==> config.mk <==
export PLATFORM = sky130hd
export DESIGN_NAME = fiodec_telnet_terminal_bridge
export DESIGN_NICKNAME = d
export VERILOG_FILES = /design/src/rtl/fttb_pkg.sv /design/src/rtl/fttb_front.sv /design/src/rtl/fttb_queue.sv /design/src/rtl/fttb_back.sv /design/src/rtl/fiodec_telnet_terminal_bridge.sv
export SDC_FILE = /design/constraint.sdc
export NUM_CORES = 1
export LEC_CHECK = 0
export BUFFER_PORTS_ARGS = -buffer_cell sky130_fd_sc_hd__clkbuf_2
export CAP_MARGIN = 20
export CORE_AREA = 2 2 153 155
export DETAILED_ROUTE_END_ITERATION = 12
export DIE_AREA = 0 0 155 157
export PLACE_DENSITY = 0.68
export SLEW_MARGIN = 25
export SYNTH_ARGS = -nofsm -noshare
export SYNTH_HDL_FRONTEND = slang
export SYNTH_SLANG_ARGS = --single-unit
==> constraint.sdc <==
create_clock -name clk -period 10.5 [get_ports clk]
set_clock_uncertainty 0.1 [all_clocks]
set_input_delay 2.1 -clock clk [delete_from_list [all_inputs] [get_ports clk]]
set_output_delay 2.1 -clock clk [all_outputs]
set_load 0.01 [all_outputs]
==> src/rtl/fttb_pkg.sv <==
package fttb_pkg;

    localparam int QUEUE_DEPTH_DEF = 4;

    // step list of one queued command: up to six steps, indexed by three bits
    localparam int STEP_SLOTS = 8;
    localparam int STEP_W     = 3;

    localparam logic KIND_MACHINE  = 1'b0;
    localparam logic KIND_TERMINAL = 1'b1;

    localparam logic DEST_TERMINAL = 1'b0;
    localparam logic DEST_MACHINE  = 1'b1;

    localparam logic [7:0] TN_IAC  = 8'd255;
    localparam logic [7:0] TN_WILL = 8'd251;
    localparam logic [7:0] TN_DONT = 8'd254;

    localparam logic [6:0] ASCII_SEMI  = 7'h3B;
    localparam logic [6:0] ASCII_COLON = 7'h3A;

    localparam logic [7:0] KEY_PAIR_HEAD   = 8'o140;
    localparam logic [5:0] CODE_SEMI_TAIL  = 6'o33;
    localparam logic [5:0] CODE_COLON_TAIL = 6'o73;
    localparam logic [5:0] CODE_LOWER_SHIFT = 6'o72;
    localparam logic [5:0] CODE_UPPER_SHIFT = 6'o74;
    localparam logic [8:0] KEY_NONE = 9'h1FF;

    localparam logic [2:0] ESC_RED_LAST   = 3'd4;
    localparam logic [2:0] ESC_PLAIN_LAST = 3'd7;

    typedef struct packed {
        logic       kind;
        logic [7:0] value;
    } item_t;

    typedef struct packed {
        logic       dest;
        logic [7:0] value_res;
        logic       last;
    } result_t;

    typedef enum logic [1:0] {
        TN_DATA,
        TN_COMMAND,
        TN_OPTION
    } tn_state_t;

    typedef enum logic {
        CMD_SHOW,
        CMD_SEND
    } cmd_op_t;

    // CMD_SHOW: key[6:0] is the machine code with its colour bit
    // CMD_SEND: key is a keymap entry; pair adds a second untagged code
    typedef struct packed {
        cmd_op_t    op;
        logic       pair;
        logic [7:0] key;
        logic [5:0] code2;
    } cmd_t;

    typedef struct packed {
        logic       show;
        logic [6:0] code;
    } step_t;

    typedef enum logic {
        SUB_ESC,
        SUB_GLYPH
    } sub_t;

    typedef enum logic [1:0] {
        GL_TEXT,
        GL_LOWER,
        GL_UPPER
    } gl_kind_t;

    typedef struct packed {
        gl_kind_t        kind;
        logic [1:0]      len;
        logic [2:0][7:0] bytes;
    } glyph_t;

    function automatic glyph_t g_len(input logic [1:0] n, input logic [7:0] a,
                                     input logic [7:0] b, input logic [7:0] c);
        glyph_t g;
        g.kind     = GL_TEXT;
        g.len      = n;
        g.bytes[0] = a;
        g.bytes[1] = b;
        g.bytes[2] = c;
        return g;
    endfunction

    function automatic glyph_t g1(input logic [7:0] a);
        return g_len(2'd1, a, 8'h00, 8'h00);
    endfunction

    function automatic glyph_t g2(input logic [7:0] a, input logic [7:0] b);
        return g_len(2'd2, a, b, 8'h00);
    endfunction

    function automatic glyph_t g3(input logic [7:0] a, input logic [7:0] b,
                                  input logic [7:0] c);
        return g_len(2'd3, a, b, c);
    endfunction

    function automatic glyph_t g_shift(input gl_kind_t k);
        glyph_t g;
        g      = g_len(2'd0, 8'h00, 8'h00, 8'h00);
        g.kind = k;
        return g;
    endfunction

    // index: case flag in bit 6, six-bit code below
    function automatic glyph_t glyph_f(input logic [6:0] idx);
        glyph_t     g;
        logic [7:0] off;
        off = {1'b0, idx};
        g   = g_len(2'd0, 8'h00, 8'h00, 8'h00);
        case (idx)
            7'o000: g = g1(8'h20);
            7'o020: g = g1(8'h30);
            7'o021: g = g1(8'h2F);
            7'o033: g = g1(8'h2C);
            7'o036: g = g1(8'h09);
            7'o040: g = g2(8'hC2, 8'hB7);
            7'o054: g = g1(8'h2D);
            7'o055: g = g1(8'h29);
            7'o056: g = g3(8'hE2, 8'h80, 8'hBE);
            7'o057: g = g1(8'h28);
            7'o072: g = g_shift(GL_LOWER);
            7'o073: g = g1(8'h2E);
            7'o074: g = g_shift(GL_UPPER);
            7'o075: g = g1(8'h08);
            7'o077: g = g2(8'h0D, 8'h0A);
            7'o100: g = g1(8'h20);
            7'o101: g = g1(8'h22);
            7'o102: g = g1(8'h27);
            7'o103: g = g1(8'h7E);
            7'o104: g = g3(8'hE2, 8'h8A, 8'h83);
            7'o105: g = g3(8'hE2, 8'h88, 8'hA8);
            7'o106: g = g3(8'hE2, 8'h88, 8'hA7);
            7'o107: g = g1(8'h3C);
            7'o110: g = g1(8'h3E);
            7'o111: g = g3(8'hE2, 8'h86, 8'h91);
            7'o120: g = g3(8'hE2, 8'h86, 8'h92);
            7'o121: g = g1(8'h3F);
            7'o133: g = g1(8'h3D);
            7'o136: g = g1(8'h09);
            7'o140: g = g1(8'h5F);
            7'o154: g = g1(8'h2B);
            7'o155: g = g1(8'h5D);
            7'o156: g = g1(8'h7C);
            7'o157: g = g1(8'h5B);
            7'o172: g = g_shift(GL_LOWER);
            7'o173: g = g2(8'hC3, 8'h97);
            7'o174: g = g_shift(GL_UPPER);
            7'o175: g = g1(8'h08);
            7'o177: g = g2(8'h0D, 8'h0A);
            default:
            begin
                // letter and digit runs
                if (idx >= 7'o001 && idx <= 7'o011)
                    g = g1(8'h30 + off);
                else if (idx >= 7'o022 && idx <= 7'o031)
                    g = g1(8'h73 + off - 8'o022);
                else if (idx >= 7'o041 && idx <= 7'o051)
                    g = g1(8'h6A + off - 8'o041);
                else if (idx >= 7'o061 && idx <= 7'o071)
                    g = g1(8'h61 + off - 8'o061);
                else if (idx >= 7'o122 && idx <= 7'o131)
                    g = g1(8'h53 + off - 8'o122);
                else if (idx >= 7'o141 && idx <= 7'o151)
                    g = g1(8'h4A + off - 8'o141);
                else if (idx >= 7'o161 && idx <= 7'o171)
                    g = g1(8'h41 + off - 8'o161);
            end
        endcase
        return g;
    endfunction

    // bit 7: upper-case tag, bit 6: lower-case tag, low six bits: code
    function automatic logic [8:0] key_f(input logic [6:0] c);
        logic [8:0] k;
        logic [8:0] off;
        off = {2'b00, c};
        k   = KEY_NONE;
        case (c)
            7'h08: k = 9'o075;
            7'h09: k = 9'o036;
            7'h0D: k = 9'o077;
            7'h20: k = 9'o000;
            7'h21: k = 9'o205;
            7'h22: k = 9'o201;
            7'h23: k = 9'o204;
            7'h26: k = 9'o206;
            7'h27: k = 9'o202;
            7'h28: k = 9'o157;
            7'h29: k = 9'o155;
            7'h2A: k = 9'o273;
            7'h2B: k = 9'o254;
            7'h2C: k = 9'o133;
            7'h2D: k = 9'o154;
            7'h2E: k = 9'o173;
            7'h2F: k = 9'o121;
            7'h30: k = 9'o120;
            7'h3C: k = 9'o207;
            7'h3D: k = 9'o233;
            7'h3E: k = 9'o210;
            7'h3F: k = 9'o221;
            7'h40: k = 9'o140;
            7'h5B: k = 9'o257;
            7'h5C: k = 9'o220;
            7'h5D: k = 9'o255;
            7'h5E: k = 9'o211;
            7'h5F: k = 9'o240;
            7'h60: k = 9'o156;
            7'h7C: k = 9'o256;
            7'h7E: k = 9'o203;
            default:
            begin
                if (c >= 7'h31 && c <= 7'h39)
                    k = 9'o101 + off - 9'h031;
                else if (c >= 7'h41 && c <= 7'h49)
                    k = 9'o261 + off - 9'h041;
                else if (c >= 7'h4A && c <= 7'h52)
                    k = 9'o241 + off - 9'h04A;
                else if (c >= 7'h53 && c <= 7'h5A)
                    k = 9'o222 + off - 9'h053;
                else if (c >= 7'h61 && c <= 7'h69)
                    k = 9'o161 + off - 9'h061;
                else if (c >= 7'h6A && c <= 7'h72)
                    k = 9'o141 + off - 9'h06A;
                else if (c >= 7'h73 && c <= 7'h7A)
                    k = 9'o122 + off - 9'h073;
            end
        endcase
        return k;
    endfunction

    // colour escapes: red is ESC [ 3 1 m, default is ESC [ 3 9 ; 4 9 m
    function automatic logic [7:0] esc_byte(input logic red, input logic [2:0] idx);
        logic [7:0] b;
        case ({red, idx})
            4'b1_000: b = 8'h1B;
            4'b1_001: b = 8'h5B;
            4'b1_010: b = 8'h33;
            4'b1_011: b = 8'h31;
            4'b1_100: b = 8'h6D;
            4'b0_000: b = 8'h1B;
            4'b0_001: b = 8'h5B;
            4'b0_010: b = 8'h33;
            4'b0_011: b = 8'h39;
            4'b0_100: b = 8'h3B;
            4'b0_101: b = 8'h34;
            4'b0_110: b = 8'h39;
            4'b0_111: b = 8'h6D;
            default:  b = 8'h00;
        endcase
        return b;
    endfunction

endpackage

==> src/rtl/fttb_front.sv <==
module fttb_front (
    input  logic           clk,
    input  logic           rst_n,
    input  logic           take,
    input  fttb_pkg::item_t item,
    output logic           push,
    output fttb_pkg::cmd_t cmd
);
    import fttb_pkg::*;

    tn_state_t  tn_reg;
    tn_state_t  tn_next;
    logic [8:0] key;

    assign key = key_f(item.value[6:0]);

    always_ff @(posedge clk or negedge rst_n)
    begin
        if (!rst_n)
        begin
            tn_reg <= TN_DATA;
        end
        else
        begin
            tn_reg <= tn_next;
        end
    end

    always_comb
    begin
        tn_next   = tn_reg;
        push      = 1'b0;
        cmd.op    = CMD_SHOW;
        cmd.pair  = 1'b0;
        cmd.key   = 8'h00;
        cmd.code2 = 6'o00;
        if (take)
        begin
            if (item.kind == KIND_MACHINE)
            begin
                push    = 1'b1;
                cmd.key = {1'b0, item.value[6:0]};
            end
            else
            begin
                case (tn_reg)
                    TN_COMMAND:
                    begin
                        // option byte follows WILL, WONT, DO and DONT only
                        if (item.value >= TN_WILL && item.value <= TN_DONT)
                            tn_next = TN_OPTION;
                        else
                            tn_next = TN_DATA;
                    end
                    TN_OPTION:
                    begin
                        tn_next = TN_DATA;
                    end
                    default:
                    begin
                        tn_next = TN_DATA;
                        if (item.value == TN_IAC)
                        begin
                            tn_next = TN_COMMAND;
                        end
                        else if (item.value[6:0] == ASCII_SEMI)
                        begin
                            push      = 1'b1;
                            cmd.op    = CMD_SEND;
                            cmd.pair  = 1'b1;
                            cmd.key   = KEY_PAIR_HEAD;
                            cmd.code2 = CODE_SEMI_TAIL;
                        end
                        else if (item.value[6:0] == ASCII_COLON)
                        begin
                            push      = 1'b1;
                            cmd.op    = CMD_SEND;
                            cmd.pair  = 1'b1;
                            cmd.key   = KEY_PAIR_HEAD;
                            cmd.code2 = CODE_COLON_TAIL;
                        end
                        else if (key != KEY_NONE)
                        begin
                            push    = 1'b1;
                            cmd.op  = CMD_SEND;
                            cmd.key = key[7:0];
                        end
                    end
                endcase
            end
        end
    end

endmodule

==> src/rtl/fttb_queue.sv <==
module fttb_queue #(
    parameter int DEPTH = fttb_pkg::QUEUE_DEPTH_DEF
) (
    input  logic           clk,
    input  logic           rst_n,
    input  logic           push,
    input  fttb_pkg::cmd_t wr,
    output logic           full,
    input  logic           pop,
    output fttb_pkg::cmd_t rd,
    output logic           avail
);
    import fttb_pkg::*;

    localparam int PTR_W = $clog2(DEPTH);
    localparam int CNT_W = $clog2(DEPTH + 1);

    cmd_t             mem [DEPTH];
    logic [PTR_W-1:0] wr_ptr_reg;
    logic [PTR_W-1:0] wr_ptr_next;
    logic [PTR_W-1:0] rd_ptr_reg;
    logic [PTR_W-1:0] rd_ptr_next;
    logic [CNT_W-1:0] count_reg;
    logic [CNT_W-1:0] count_next;

    assign full  = (count_reg == CNT_W'(DEPTH));
    assign avail = (count_reg != '0);
    assign rd    = mem[rd_ptr_reg];

    always_ff @(posedge clk)
    begin
        if (push)
        begin
            mem[wr_ptr_reg] <= wr;
        end
    end

    always_comb
    begin
        wr_ptr_next = wr_ptr_reg;
        rd_ptr_next = rd_ptr_reg;
        count_next  = count_reg;
        if (push)
        begin
            wr_ptr_next = (wr_ptr_reg == PTR_W'(DEPTH - 1)) ? '0 : wr_ptr_reg + 1'b1;
        end
        if (pop)
        begin
            rd_ptr_next = (rd_ptr_reg == PTR_W'(DEPTH - 1)) ? '0 : rd_ptr_reg + 1'b1;
        end
        if (push && !pop)
            count_next = count_reg + 1'b1;
        else if (pop && !push)
            count_next = count_reg - 1'b1;
    end

    always_ff @(posedge clk or negedge rst_n)
    begin
        if (!rst_n)
        begin
            wr_ptr_reg <= '0;
            rd_ptr_reg <= '0;
            count_reg  <= '0;
        end
        else
        begin
            wr_ptr_reg <= wr_ptr_next;
            rd_ptr_reg <= rd_ptr_next;
            count_reg  <= count_next;
        end
    end

endmodule

==> src/rtl/fttb_back.sv <==
module fttb_back (
    input  logic              clk,
    input  logic              rst_n,
    input  logic              avail,
    input  fttb_pkg::cmd_t    head,
    output logic              pop,
    output logic              result_valid,
    input  logic              result_ready,
    output fttb_pkg::result_t result
);
    import fttb_pkg::*;

    step_t             steps_reg [STEP_SLOTS];
    step_t             ld_steps  [STEP_SLOTS];
    logic [STEP_W-1:0] ld_n;
    logic [STEP_W-1:0] nsteps_reg;
    logic [STEP_W-1:0] nsteps_next;
    logic [STEP_W-1:0] idx_reg;
    logic [STEP_W-1:0] idx_next;
    sub_t              sub_reg;
    sub_t              sub_next;
    logic [2:0]        cnt_reg;
    logic [2:0]        cnt_next;
    logic              busy_reg;
    logic              busy_next;
    logic              red_reg;
    logic              red_next;
    logic              upper_reg;
    logic              upper_next;

    logic              hold_valid_reg;
    logic              hold_valid_next;
    logic              hold_dest_reg;
    logic              hold_dest_next;
    logic [7:0]        hold_value_reg;
    logic [7:0]        hold_value_next;
    logic              out_valid_reg;
    logic              out_valid_next;
    result_t           out_reg;
    result_t           out_next;

    logic              has_sh;
    logic [5:0]        sh_code;

    step_t             cur;
    logic              col;
    glyph_t            gl;
    logic              gen_byte;
    logic              gen_end;
    logic              gen_dest;
    logic [7:0]        gen_value;
    logic              p_adv;
    logic              p_esc_done;
    logic              p_cnt_inc;
    logic              p_upper;
    logic              out_free;
    logic              go;

    assign result_valid = out_valid_reg;
    assign result       = out_reg;

    // expand the queue head into put and show steps under the current case flag
    always_comb
    begin
        ld_steps = '{default: '0};
        ld_n     = '0;
        has_sh   = 1'b0;
        sh_code  = 6'o00;
        if (head.key[6] && upper_reg)
        begin
            has_sh  = 1'b1;
            sh_code = CODE_LOWER_SHIFT;
        end
        else if (head.key[7] && !upper_reg)
        begin
            has_sh  = 1'b1;
            sh_code = CODE_UPPER_SHIFT;
        end
        if (head.op == CMD_SHOW)
        begin
            ld_steps[0] = '{1'b1, head.key[6:0]};
            ld_n        = STEP_W'(1);
        end
        else
        begin
            if (has_sh)
            begin
                ld_steps[ld_n] = '{1'b0, {1'b0, sh_code}};
                ld_n           = ld_n + 1'b1;
            end
            ld_steps[ld_n] = '{1'b0, {1'b0, head.key[5:0]}};
            ld_n           = ld_n + 1'b1;
            if (has_sh)
            begin
                ld_steps[ld_n] = '{1'b1, {red_reg, sh_code}};
                ld_n           = ld_n + 1'b1;
            end
            ld_steps[ld_n] = '{1'b1, {red_reg, head.key[5:0]}};
            ld_n           = ld_n + 1'b1;
            if (head.pair)
            begin
                ld_steps[ld_n] = '{1'b0, {1'b0, head.code2}};
                ld_n           = ld_n + 1'b1;
                ld_steps[ld_n] = '{1'b1, {red_reg, head.code2}};
                ld_n           = ld_n + 1'b1;
            end
        end
    end

    // decode the current step into at most one byte
    always_comb
    begin
        cur        = steps_reg[idx_reg];
        col        = cur.code[6];
        gl         = glyph_f({upper_reg, cur.code[5:0]});
        gen_byte   = 1'b0;
        gen_end    = 1'b0;
        gen_dest   = DEST_TERMINAL;
        gen_value  = 8'h00;
        p_adv      = 1'b0;
        p_esc_done = 1'b0;
        p_cnt_inc  = 1'b0;
        p_upper    = upper_reg;
        if (busy_reg)
        begin
            if (idx_reg == nsteps_reg)
            begin
                gen_end = 1'b1;
            end
            else if (!cur.show)
            begin
                gen_byte  = 1'b1;
                gen_dest  = DEST_MACHINE;
                gen_value = {2'b00, cur.code[5:0]};
                p_adv     = 1'b1;
            end
            else if (sub_reg == SUB_ESC && col != red_reg)
            begin
                gen_byte  = 1'b1;
                gen_value = esc_byte(col, cnt_reg);
                if (cnt_reg == (col ? ESC_RED_LAST : ESC_PLAIN_LAST))
                    p_esc_done = 1'b1;
                else
                    p_cnt_inc = 1'b1;
            end
            else
            begin
                case (gl.kind)
                    GL_LOWER:
                    begin
                        p_upper = 1'b0;
                        p_adv   = 1'b1;
                    end
                    GL_UPPER:
                    begin
                        p_upper = 1'b1;
                        p_adv   = 1'b1;
                    end
                    default:
                    begin
                        if (gl.len == 2'd0)
                        begin
                            p_adv = 1'b1;
                        end
                        else
                        begin
                            gen_byte  = 1'b1;
                            gen_value = gl.bytes[cnt_reg[1:0]];
                            if (cnt_reg[1:0] == gl.len - 2'd1)
                                p_adv = 1'b1;
                            else
                                p_cnt_inc = 1'b1;
                        end
                    end
                endcase
            end
        end
    end

    // one byte is held back so that the final one of a command can carry last
    always_comb
    begin
        out_free = !out_valid_reg || result_ready;
        go       = busy_reg && !(hold_valid_reg && !out_free && (gen_byte || gen_end));
        pop      = avail && (!busy_reg || (go && gen_end));

        busy_next   = busy_reg;
        nsteps_next = nsteps_reg;
        idx_next    = idx_reg;
        sub_next    = sub_reg;
        cnt_next    = cnt_reg;
        red_next    = red_reg;
        upper_next  = upper_reg;
        if (go)
        begin
            upper_next = p_upper;
            if (p_adv)
            begin
                idx_next = idx_reg + 1'b1;
                sub_next = SUB_ESC;
                cnt_next = 3'd0;
            end
            else if (p_esc_done)
            begin
                red_next = col;
                sub_next = SUB_GLYPH;
                cnt_next = 3'd0;
            end
            else if (p_cnt_inc)
            begin
                cnt_next = cnt_reg + 3'd1;
            end
            if (gen_end)
                busy_next = 1'b0;
        end
        if (pop)
        begin
            busy_next   = 1'b1;
            nsteps_next = ld_n;
            idx_next    = '0;
            sub_next    = SUB_ESC;
            cnt_next    = 3'd0;
        end

        out_valid_next  = out_valid_reg && !result_ready;
        out_next        = out_reg;
        hold_valid_next = hold_valid_reg;
        hold_dest_next  = hold_dest_reg;
        hold_value_next = hold_value_reg;
        if (go && gen_byte)
        begin
            if (hold_valid_reg)
            begin
                out_valid_next = 1'b1;
                out_next       = '{hold_dest_reg, hold_value_reg, 1'b0};
            end
            hold_valid_next = 1'b1;
            hold_dest_next  = gen_dest;
            hold_value_next = gen_value;
        end
        else if (go && gen_end && hold_valid_reg)
        begin
            out_valid_next  = 1'b1;
            out_next        = '{hold_dest_reg, hold_value_reg, 1'b1};
            hold_valid_next = 1'b0;
        end
    end

    always_ff @(posedge clk)
    begin
        if (pop)
        begin
            steps_reg <= ld_steps;
        end
        hold_dest_reg  <= hold_dest_next;
        hold_value_reg <= hold_value_next;
        out_reg        <= out_next;
    end

    always_ff @(posedge clk or negedge rst_n)
    begin
        if (!rst_n)
        begin
            busy_reg       <= 1'b0;
            nsteps_reg     <= '0;
            idx_reg        <= '0;
            sub_reg        <= SUB_ESC;
            cnt_reg        <= 3'd0;
            red_reg        <= 1'b0;
            upper_reg      <= 1'b0;
            hold_valid_reg <= 1'b0;
            out_valid_reg  <= 1'b0;
        end
        else
        begin
            busy_reg       <= busy_next;
            nsteps_reg     <= nsteps_next;
            idx_reg        <= idx_next;
            sub_reg        <= sub_next;
            cnt_reg        <= cnt_next;
            red_reg        <= red_next;
            upper_reg      <= upper_next;
            hold_valid_reg <= hold_valid_next;
            out_valid_reg  <= out_valid_next;
        end
    end

endmodule

==> src/rtl/fiodec_telnet_terminal_bridge.sv <==
// An item's results pass through the command queue, the back-end step registers, a
// one-byte hold register and the output register. The back-end sequencer gives at most
// one result per cycle while result_ready lets it, and handles one command at a time.
// Items are taken every cycle while the command queue (QUEUE_DEPTH entries) has room.
// Reset (rst_n low, asynchronous): plain telnet state, default colour, lower case,
// empty queue and no pending result.
module fiodec_telnet_terminal_bridge #(
    parameter int QUEUE_DEPTH = fttb_pkg::QUEUE_DEPTH_DEF
) (
    input  logic              clk,
    input  logic              rst_n,
    input  logic              item_valid,
    output logic              item_ready,
    input  fttb_pkg::item_t   item,
    output logic              result_valid,
    input  logic              result_ready,
    output fttb_pkg::result_t result
);
    import fttb_pkg::*;

    logic take;
    logic push;
    cmd_t cmd;
    logic full;
    logic pop;
    cmd_t head;
    logic avail;

    assign item_ready = !full;
    assign take       = item_valid && item_ready;

    fttb_front u_front (
        .clk   (clk),
        .rst_n (rst_n),
        .take  (take),
        .item  (item),
        .push  (push),
        .cmd   (cmd)
    );

    fttb_queue #(
        .DEPTH (QUEUE_DEPTH)
    ) u_queue (
        .clk   (clk),
        .rst_n (rst_n),
        .push  (push),
        .wr    (cmd),
        .full  (full),
        .pop   (pop),
        .rd    (head),
        .avail (avail)
    );

    fttb_back u_back (
        .clk          (clk),
        .rst_n        (rst_n),
        .avail        (avail),
        .head         (head),
        .pop          (pop),
        .result_valid (result_valid),
        .result_ready (result_ready),
        .result       (result)
    );

endmodule
# Word-level counts from Yosys, hierarchy flattened
# Memory sizes are Yosys's and may differ from the RTL's.
# Cells that the tools add are included.
classes:
  n_addsub: 39
  mul: 0
  n_div: 0
  order_cmp: 42
  n_eq_ne: 85
  shift: 0
  muxes: 137
  bitwise_logic: 12
  n_reduce_logical: 75
op_table:
  columns: ["cell", "n"]
  rows:
  - ["$pmux 28 s33", 1]
  - ["$bwmux 64", 5]
  - ["$pmux 9 s31", 1]
  - ["$eq 7x7->1 const B", 33]
  - ["$eq 7x6->1 const B", 31]
  - ["$mux 64", 3]
  - ["$mux 28", 6]
  - ["$demux 8 s3", 5]
  - ["$mux 8", 15]
  - ["$add 7x7->8 const A", 10]
  - ["$mux 16", 4]
  - ["$ge 7x7->1 const B", 9]
  - ["$le 7x7->1 const B", 9]
  - ["$mux 9", 7]
  - ["$mux 1", 55]
  - ["$sub 9x7->9 const B", 6]
  - ["$mux 3", 15]
  - ["$mux 6", 6]
  - ["$logic_and 1x1->1", 34]
  - ["$mux 10", 3]
  - ["$eq 7x5->1 const B", 4]
  - ["$add 8x7->9 const A", 3]
  - ["$mux 25", 1]
  - ["$add 3x1->3 const B", 8]
  - ["other kinds (49)", 116]
word_totals:
  ff_bits: 107
  latch_bits: 0
  ram_bits: 64
  mem_bits_ro: 112
  inputBits: 13
  out_inout_bits: 12
  wordCells: 427
  n_memories: 2
memory_table:
  columns: ["memory", "words", "width", "read_ports", "rd_ports_with_merged_regs", "write_ports", "line", "source"]
  rows:
  - ["(no name shown)", 16, 7, 1, 0, 0, "fttb_pkg.sv:246", "case ({red, idx})"]
  - ["u_queue.mem", 4, 16, 1, 0, 1, "fttb_queue.sv:18", "cmd_t mem [DEPTH];"]

# Depth between registers and ports, before layout
# Gate-level depths: netlist (run 1).
logic_depth:
  depth_word: 31
  depth_mapped: 24
  ltp_nobuf: 21

# Cells and area by module
# From an unflattened synthesis (run 1), not the netlist that was laid out.
unflattened:
  hier_cells: 1112
  area_unflattened_um2: 10769.1
by_module_without_submodules:
  columns: ["module", "n_inst", "cells_per_inst", "area_each_um2", "seq_area_each_um2"]
  rows:
  - ["fttb_back", 1, 665, 5880.6, 2147.1]
  - ["fttb_queue", 1, 121, 2766.4, 2097.0]
  - ["fttb_front", 1, 324, 2112.0, 50.0]
  - ["fiodec_telnet_terminal_bridge", 1, 2, 10.0, 0.0]

# Least setup slack after synthesis (run 1)
# OpenSTA, ideal clock, no wires.
synth_path:
  path_type: "in2reg"
  from: "in item[2] (netlist name)"
  to: "reg u_queue.count_reg[1]"
  setup_time_ns: 0.125
  arrival_ns: 6.158
  t_required_ns: 10.275
  path_slack_ns: 4.117
  path_stages: 17
  n_path_buf: 3
  path_cell_list: "clkbuf_1 -> buf_1 -> clkinv_1 -> ha_1 -> a21boi_0 -> o31ai_1 -> a22oi_1 -> o21bai_1 -> or4b_2 -> a21oi_1 -> a21o_1 -> a21oi_1 -> clkbuf_1 -> ha_1 -> inv_1 -> fa_1 -> mux2_2"
synth_via:
  elab_cells_between_ends: 90
  cone_classes: "add/sub: 14; order compare: 14; eq/ne: 35; mux: 16; reduce/logical: 11"
synth_rtl:
  columns: ["item", "line", "source"]
  rows:
  - ["from (decl)", "fiodec_telnet_terminal_bridge.sv:14", "input fttb_pkg::item_t item,"]
  - ["$add 7x7->8 (tied with other cells)", "fttb_pkg.sv:237", "k = 9'o122 + off - 9'h073;"]
  - ["$sub 9x7->9 or $logic_and 1x1->1 (tied branches)", "fttb_pkg.sv:237, fttb_pkg.sv:236", null]
  - ["$mux 9", "fttb_pkg.sv:236", "else if (c >= 7'h73 && c <= 7'h7A)"]
  - ["$mux 9", "fttb_pkg.sv:234", "else if (c >= 7'h6A && c <= 7'h72)"]
  - ["$mux 9", "fttb_pkg.sv:232", "else if (c >= 7'h61 && c <= 7'h69)"]
  - ["$mux 9", "fttb_pkg.sv:230", "else if (c >= 7'h53 && c <= 7'h5A)"]
  - ["$mux 9", "fttb_pkg.sv:228", "else if (c >= 7'h4A && c <= 7'h52)"]
  - ["$mux 9", "fttb_pkg.sv:226", "else if (c >= 7'h41 && c <= 7'h49)"]
  - ["(+6 left out)", null, null]
  - ["$mux 1 (*)", "fttb_front.sv:62", "if (item.value == TN_IAC)"]
  - ["$mux 1 (*)", "fttb_front.sv:46", "case (tn_reg)"]
  - ["$mux 1 (*)", "fttb_front.sv:39", "if (item.kind == KIND_MACHINE)"]
  - ["$mux 1 (*)", "fttb_front.sv:37", "if (take)"]
  - ["net push", "fiodec_telnet_terminal_bridge.sv:22", "logic push;"]
  - ["$logic_and 1x1->1 (*)", "fttb_queue.sv:51", "if (push && !pop)"]
  - ["$mux 3 (*)", "fttb_queue.sv:51", null]
  - ["net u_queue.count_next[1]", "fttb_queue.sv:24", "logic [CNT_W-1:0] count_next;"]
  - ["to (signal assigned)", "fttb_queue.sv:69", "count_reg <= count_next;"]
  - ["to (decl)", "fttb_queue.sv:23", "logic [CNT_W-1:0] count_reg;"]
# The timed path passes the listed nets; every way through them passes the cells marked *.
# A chain may end at the register's enable or synchronous reset.

# Worst setup path after layout (run 1)
layout_path:
  from: "in item[2] (netlist name)"
  to: "reg u_queue.count_reg[2]"
layout_via:
  elab_chain_len: 21
  elab_cells_between_ends: 90
  cone_classes: "add/sub: 14; order compare: 14; eq/ne: 35; mux: 16; reduce/logical: 11"
layout_rtl:
  columns: ["item", "line", "source"]
  rows:
  - ["$add 7x7->8 (tied with other cells)", "fttb_pkg.sv:237", null]
  - ["$sub 9x7->9 or $logic_and 1x1->1 (tied branches)", "fttb_pkg.sv:237, fttb_pkg.sv:236", null]
  - ["$mux 9", "fttb_pkg.sv:236", null]
  - ["$mux 9", "fttb_pkg.sv:234", null]
  - ["$mux 9", "fttb_pkg.sv:232", null]
  - ["$mux 9", "fttb_pkg.sv:230", null]
  - ["$mux 9", "fttb_pkg.sv:228", null]
  - ["$mux 9", "fttb_pkg.sv:226", null]
  - ["(+5 left out)", null, null]
  - ["$mux 1", "fttb_front.sv:66", "else if (item.value[6:0] == ASCII_SEMI)"]
  - ["$mux 1 (*)", "fttb_front.sv:62", null]
  - ["$mux 1 (*)", "fttb_front.sv:46", null]
  - ["$mux 1 (*)", "fttb_front.sv:39", null]
  - ["$mux 1 (*)", "fttb_front.sv:37", null]
  - ["$logic_not 1->1", "fttb_queue.sv:53", "else if (pop && !push)"]
  - ["$logic_and 1x1->1", "fttb_queue.sv:53", null]
  - ["$reduce_bool 2->1 (no source line)", null, null]
# Mark *: on every way between the ends. The rest lies on a longest branch, timed or not.

==> results of run 1 <==
## critical path: cells and delay by family
kind	cells	cell delay [ns]
buffers and inverters	4	0.86
AOI/OAI and AO/OA	7	2.33
adders and majority gates	3	1.00
xor gates and xnor gates	2	0.31
and+or+nand+nor	2	0.28
## worst max path at each step
| stage | start | endpoint | slack [ns] | depth (start not counted) |
|---|---|---|---|---|
| 6_report | item[2] | u_queue.count_reg[2]$_DFFE_PN0P_ | 3.79 | 18 |
| 5_1_grt | item[2] | u_queue.count_reg[2]$_DFFE_PN0P_ | 3.46 | 18 |
| 4_1_cts | item[2] | u_queue.count_reg[2]$_DFFE_PN0P_ | 3.86 | 18 |
| 3_5_place_dp | item[2] | u_queue.count_reg[2]$_DFFE_PN0P_ | 3.45 | 18 |
| 3_3_place_gp | item[2] | u_queue.count_reg[2]$_DFFE_PN0P_ | 3.57 | 18 |
| 2_1_floorplan | item[2] | u_queue.count_reg[1]$_DFFE_PN0P_ | 4.12 | 17 |
## layout make-up
| class | count | area [µm²] | share of cell area |
|---|---|---|---|
| multi-input cells | 892 | 6070 | 0.559 |
| flip-flops and latches | 121 | 3510 | 0.323 |
| clock buffers | 18 | 429 | 0.0395 |
| well taps | 285 | 357 | 0.0328 |
| repair buffers | 32 | 180 | 0.0166 |
| clock inverters | 14 | 164 | 0.0151 |
| inverters | 40 | 150 | 0.0138 |
## layer usage
metal	vias to the layer above	routed length, µm	track usage
met5	-	0	0
met4	0	1110	0.107
met3	98	2330	0.0328
met2	528	13800	0.392
met1	4359	12100	0.327
li1	4240	-	-
## through the flow
stage	hold WS, ns	power [mW]	util	worst slack (ns)
2_1_floorplan	0.300	2.64	-	4.12
3_5_place_dp	0.305	3.21	0.456	3.45
6_report	0.309	3.87	0.483	3.79
3_3_place_gp	0.304	3.19	0.456	3.57
4_1_cts	0.315	3.82	0.482	3.86
5_1_grt	0.323	4.12	0.483	3.46
## report_power, final
part / switching (mW) / internal, mW / leakage, nW
clock: 0.227 / 0.356 / 0.286
sequential: 0.125 / 0.767 / 1.21
combinational: 1.57 / 0.818 / 2.54
## cell families after synthesis
| kind of cell | share of synthesized area |
|---|---|
| AO/OA/AOI/OAI | 0.245 |
| flip-flops | 0.349 |
| adder cells (fa/ha/maj) | 0.0615 |
| AND/OR/NAND/NOR | 0.204 |
| buffers and inverters | 0.0483 |
| multiplexers | 0.0589 |
| XOR/XNOR | 0.0331 |
## placed cells by master, fill, tap and decap left out, types with 6 or more instances in the layout
cell type  synthesis  layout
o311ai_0           7       7
nor3_1            36      36
edfxtp_1          97      97
a22oi_1           12      12
clkbuf_16          0      17
a211oi_1          11      11
a21o_1             7       7
a32oi_1            6       6
a311oi_1          10      10
o211ai_1          21      21
mux4_2            10      10
a22o_1             7       7
dfrtp_1           24      24
nand4_1            7       7
nor4_1             6       6
nor2_1            96      96
and3_1             9       9
o2111ai_1          8       8
o211a_1            7       7
and2_1            21      21
o21a_1             6       6
xnor2_1           28      28
inv_1             34      34
or2_2              6       6
ha_1              47      47
mux2_2             9       9
nand3_1           53      53
a21oi_1           73      73
clkbuf_2           0      24
o22ai_1           14      14
mux2i_1           22      22
a31oi_1           18      18
buf_4              5       8
o21ai_0           66      66
xor2_1            10      10
o31ai_1            9       8
nand2b_1          15      15
nand2_1          111     111
nor2b_1           17      17
==> metrics, run 1 <==
R2R Path End=u_back.hold_value_reg[4]$_SDFFCE_PP0P_; Routed Wire Length=29.4 mm; Initial Utilization=0.447; Post-Syn Nets=1,191; top post-synthesis cells by count=nand2_1, edfxtp_1, nor2_1; Slew Limit Fails=0; PD cells=356 nW/µm²; Leak=just over 4 nW; GRT Residual Overflow=0; vias in the first global route=8,831; DR WL/cell=20.9 µm; Die Area=between 20,000 and 25,000 µm²; # placed instances=1,370; ranking of synthesized cells by area=edfxtp_1, dfrtp_1, ha_1, nand2_1, a21oi_1; Critical Path AT=roughly 7.0 ns; syn avg cell area=about 9 µm²; Final GP Congestion=roughly 0.94; Routed Antenna Nets=0; Synth top area share=0.290; Rel. slew slack=0.318; Core ar.=22,500 µm²; Worst-path clk slew=0.06 ns; Tmin final=6.71 ns; slowest CP cell=a21oi_1; Post-synth EDFFs=97; Worst Path Required=10.74 ns; Pre-antenna DRT Iters=5; Chip Height=157 µm; setup_tns=0 ns; status=complete, no violations; worst hold path depth=0; DR iter-0 viols=approximately 1,200; vias per cell=~6.6; count leader, synth=nand2_1; crit-path max FO=38; Setup violations, final=0; Post-synth top flop=edfxtp_1; # diodes=0; Clock Root Buffer=clkbuf_16; critical path class=input pin to flop; CP cell instances=clkbuf_2, buf_4, clkinv_1, ha_1, a21boi_0, o31ai_1, a22oi_1, o21bai_1, or4b_2, a21oi_1, a21o_1, a21oi_1, ha_1, inv_1, fa_1, xor2_1, nor2_1, xor2_1; Startpoint Class=input pin; max reg flops=44; CTS sink count=121; layout cell share with drive strength beyond 1=0.107; DRC viols=0; Largest stage delay, worst path=0.62 ns; fin nets=1,165; # rows=55; final non-filler cell total=roughly 1,400; kind of end point of the critical path=flop; Synth cell types=97; post-synthesis to final-layout area growth=8.04%; Reg2Reg Launch Point=u_back.idx_reg[0]$_DFFE_PN0P_; clk_lat worst skew=0.41 ns; Post-CTS Hold Fix Bufs=0; VDD IR-drop max=0.000170 V; Synth Instances=1,130; IO Port Bufs=24; Boundary Pins=25; H-tree depth=4; CTS resizes=0; antenna violations before repair=0; Final Hold Violating Endpoints=0; Async SR Flop Fraction=0.198; Syn Std Cell Area=10,100 µm²; vias=9,225; Min-Delay Startpoint=u_back.hold_value_reg[7]$_SDFFCE_PP0P_; sink of the worst hold path=u_back.result[8]$_DFFE_PP_; global-route wire length before repair=between 40 and 50 mm; maximum clock path buffer count=2; register area share after synthesis=0.349; fin crit share=0.639; DP HPWL=between 20 and 25 mm; Worst Hold Class=flop to flop; R2R cell count=18; # fillers=2,102; total global-route track usage=0.243; RSZ-0062 raised after global routing=no; Post-CTS Setup Bufs=0; fmax=149 MHz; Ys Warns=0; Max Cap Viol=0; Die X=155 µm; Yosys top cell by area=edfxtp_1; Seq cells post-synth=121; pin count of the biggest net entering global routing=57; CTS tree=yes; FF-to-FF setup slack=4.06 ns; CTS Buf Count=17; post-route cell area=10,900 µm²; placed instance area=around 10,000 µm²; Worst Tran Pin Value=slightly above 1 ns
Note: power is estimated with default switching activity, not from simulation.
==> inputs of run 2 (changes only) <==
==> constraint.sdc (replaced) <==
create_clock -name clk -period 6.5 [get_ports clk]
set_clock_uncertainty 0.1 [all_clocks]
set_input_delay 1.3 -clock clk [delete_from_list [all_inputs] [get_ports clk]]
set_output_delay 1.3 -clock clk [all_outputs]
set_load 0.01 [all_outputs]
==> run 2 against run 1 <==
Sequential power rose by 60%. Total power up 64%. Clock power grew 59%. Hold slack better by 0.012 ns. Largest power group unchanged.
==> metrics, run 2 (same netlist as run 1, synthesis figures left out) <==
status=complete, no violations (unchanged); post-synthesis to final-layout area growth=9.41% (was 8.04%); setup_tns=0 ns (unchanged); Seq pwr share=0.225 (was 0.230); Net Sw Frac=0.503 (was 0.498); Post-CTS Hold Fix Bufs=0 (unchanged); DP HPWL=21.9 mm (was 20.4 mm); Initial Utilization=0.447 (unchanged); commonest non-fill, non-tap cell in the layout=nand2_1 (unchanged); VDD IR-drop max=0.000230 V (was 0.000170 V); maximum clock path buffer count=2 (unchanged); Tmin final=6.00 ns; Die Area=24,300 µm² (unchanged); GRT Residual Overflow=0 (unchanged); Worst Path Required=6.64 ns (was 10.74 ns); CTS Buf Count=17 (unchanged); Routed Wire Length=29.9 mm (was 29.4 mm); critical path class=flop to flop (was input pin to flop); Clock Root Buffer=clkbuf_16 (unchanged); H-tree depth=4 (unchanged); fin nets=1,185 (was 1,165); DR WL/cell=21.0 µm (was 20.9 µm); max reg flops=44 (unchanged); RSZ-0062 raised after global routing=no (unchanged); Rel. slew slack=0.316 (was 0.318); Boundary Pins=25 (unchanged); worst hold path depth=0 (unchanged); Leak=4.12 nW (was 4.03 nW); Routed Antenna Nets=0 (unchanged); sw power=3.19 mW (was 1.93 mW); Setup violations, final=0 (unchanged); clk_lat worst skew=0.42 ns (was 0.41 ns); kind of end point of the critical path=flop (unchanged); vias in the first global route=8,692 (was 8,831); # diodes=0 (unchanged); Startpoint Class=flop (was input pin); IO Port Bufs=24 (unchanged); sink of the worst hold path=u_back.result[8]$_DFFE_PP_ (unchanged); R2R cell count=20 (was 18); Min-Delay Startpoint=u_back.hold_value_reg[7]$_SDFFCE_PP0P_ (unchanged); # rows=55 (unchanged); crit-path max FO=15 (was 38); pin count of the biggest net entering global routing=40 (was 57); Final Hold Violating Endpoints=0 (unchanged); Reg2Reg Launch Point=u_back.idx_reg[1]$_DFFE_PN0P_ (was u_back.idx_reg[0]$_DFFE_PN0P_); clock share of power=0.146 (was 0.151); PD cells=576 nW/µm² (was 356 nW/µm²); Worst-path clk slew=0.06 ns (about the same); Final GP Congestion=1.00 (was 0.943); cell-internal power=3.15 mW (was 1.94 mW); WHS=0.321 ns (was 0.309 ns); vias per cell=6.48 (was 6.58); Final Total Pwr=6.34 mW (was 3.87 mW); Chip Height=157 µm (unchanged); R2R Path End=u_back.hold_value_reg[4]$_SDFFCE_PP0P_ (unchanged); combinational share of power=0.628 (was 0.619); total global-route track usage=0.247 (was 0.243); commonest non-fill, non-tap cells in the layout=nand2_1, edfxtp_1, nor2_1 (unchanged); Post-CTS Setup Bufs=0 (unchanged); layout cell share with drive strength beyond 1=0.124 (was 0.107); post-route cell area=11,000 µm² (was 10,900 µm²); CTS tree=yes (unchanged); Worst Hold Class=flop to flop (unchanged); fin crit share=0.923; Core ar.=22,500 µm² (unchanged); global-route wire length before repair=47.7 mm (was 47.1 mm); fmax=167 MHz; CTS resizes=0 (unchanged); CTS sink count=121 (unchanged); DRC viols=0 (unchanged); vias=9,215 (was 9,225); antenna violations before repair=0 (unchanged); Max Cap Viol=0 (unchanged); Core Util, Final=0.489 (was 0.483); FF-to-FF setup slack=0.50 ns (was 4.06 ns); Critical Path AT=6.14 ns (was 6.95 ns); Pre-antenna DRT Iters=7 (was 5); Worst Tran Pin Value=1.02 ns (about the same); Die X=155 µm (unchanged); Slew Limit Fails=0 (unchanged); DR iter-0 viols=1,288 (was 1,164); placed instance area=10,400 µm² (was 10,300 µm²)
## run 2: changes by cell type in the layout (fill, tap and decap cells not counted)
cell and delta:
bufinv_16 -1, inv_8 +2, buf_4 +20, clkinv_4 -2, inv_6 +1, clkinvlp_4 +1, clkbuf_1 -1
## run 2: cell type report
| class | instances | area (µm²) |
|---|---|---|
| clock buffers | 17 | 425 |
| clock inverters | 15 | 155 |
| fillers | 2068 | 11500 |
| inverters | 40 | 150 |
| multi-input cells | 892 | 6070 |
| flip-flops and latches | 121 | 3510 |
| well taps | 285 | 357 |
| repair buffers | 52 | 330 |
## run 2: power by group through the flow
stage / clock network, mW / logic [mW] / registers [mW]
global placement: 0 / 3.89 / 1.43
floorplan: 0 / 2.91 / 1.35
global route: 0.973 / 4.31 / 1.47
detailed placement: 0 / 3.85 / 1.44
CTS: 0.938 / 3.88 / 1.43
finish: 0.926 / 3.98 / 1.43
## run 2: worst max-delay path by stage
stage                     depth (start not counted)  slack [ns]                          start                                      to
after floorplan                                  17        0.92                        item[2]        u_queue.count_reg[1]$_DFFE_PN0P_
after global routing                             20        0.09  u_back.idx_reg[1]$_DFFE_PN0P_  u_back.hold_value_reg[4]$_SDFFCE_PP0P_
final                                            20        0.50  u_back.idx_reg[1]$_DFFE_PN0P_  u_back.hold_value_reg[4]$_SDFFCE_PP0P_
after CTS                                        20        0.57  u_back.idx_reg[1]$_DFFE_PN0P_  u_back.hold_value_reg[4]$_SDFFCE_PP0P_
after global placement                           20        0.84  u_back.idx_reg[1]$_DFFE_PN0P_  u_back.hold_value_reg[4]$_SDFFCE_PP0P_
after detailed placement                         20        0.63  u_back.idx_reg[2]$_DFFE_PN0P_  u_back.hold_value_reg[4]$_SDFFCE_PP0P_
## run 2: routing by layer
metal | GRT usage | vias up | wire length, µm
met5 | 0 | - | 0
met4 | 0.113 | 0 | 1190
met3 | 0.0374 | 88 | 2060
met2 | 0.406 | 490 | 14000
met1 | 0.323 | 4366 | 12600
li1 | - | 4271 | -
## run 2: worst max-delay path, cell delays in order (launching register included)
cell and delay (ns):
dfrtp_1 0.64, or2b_1 0.34, nor2_1 0.40, nor2_1 0.21, inv_1 0.14, ha_1 0.49
inv_1 0.19, a221oi_1 0.39, a2111oi_0 0.14, o31a_1 0.32, nand4_2 0.18, nor3_4 0.10
nand3_1 0.12, nand2_1 0.07, ha_1 0.19, nor2b_1 0.24, and2_1 0.25, nand2_1 0.15
nor3_1 0.33, or4b_2 0.68, o211ai_1 0.14
## run 2: stage by stage
| stage | setup WS, ns | std cells |
|---|---|---|
| 2_1_floorplan | 0.917 | 1130 |
| 3_3_place_gp | 0.842 | 1390 |
| 3_5_place_dp | 0.628 | 1390 |
| 4_1_cts | 0.572 | 1422 |
| 5_1_grt | 0.0918 | 1422 |
| 6_report | 0.501 | 1422 |
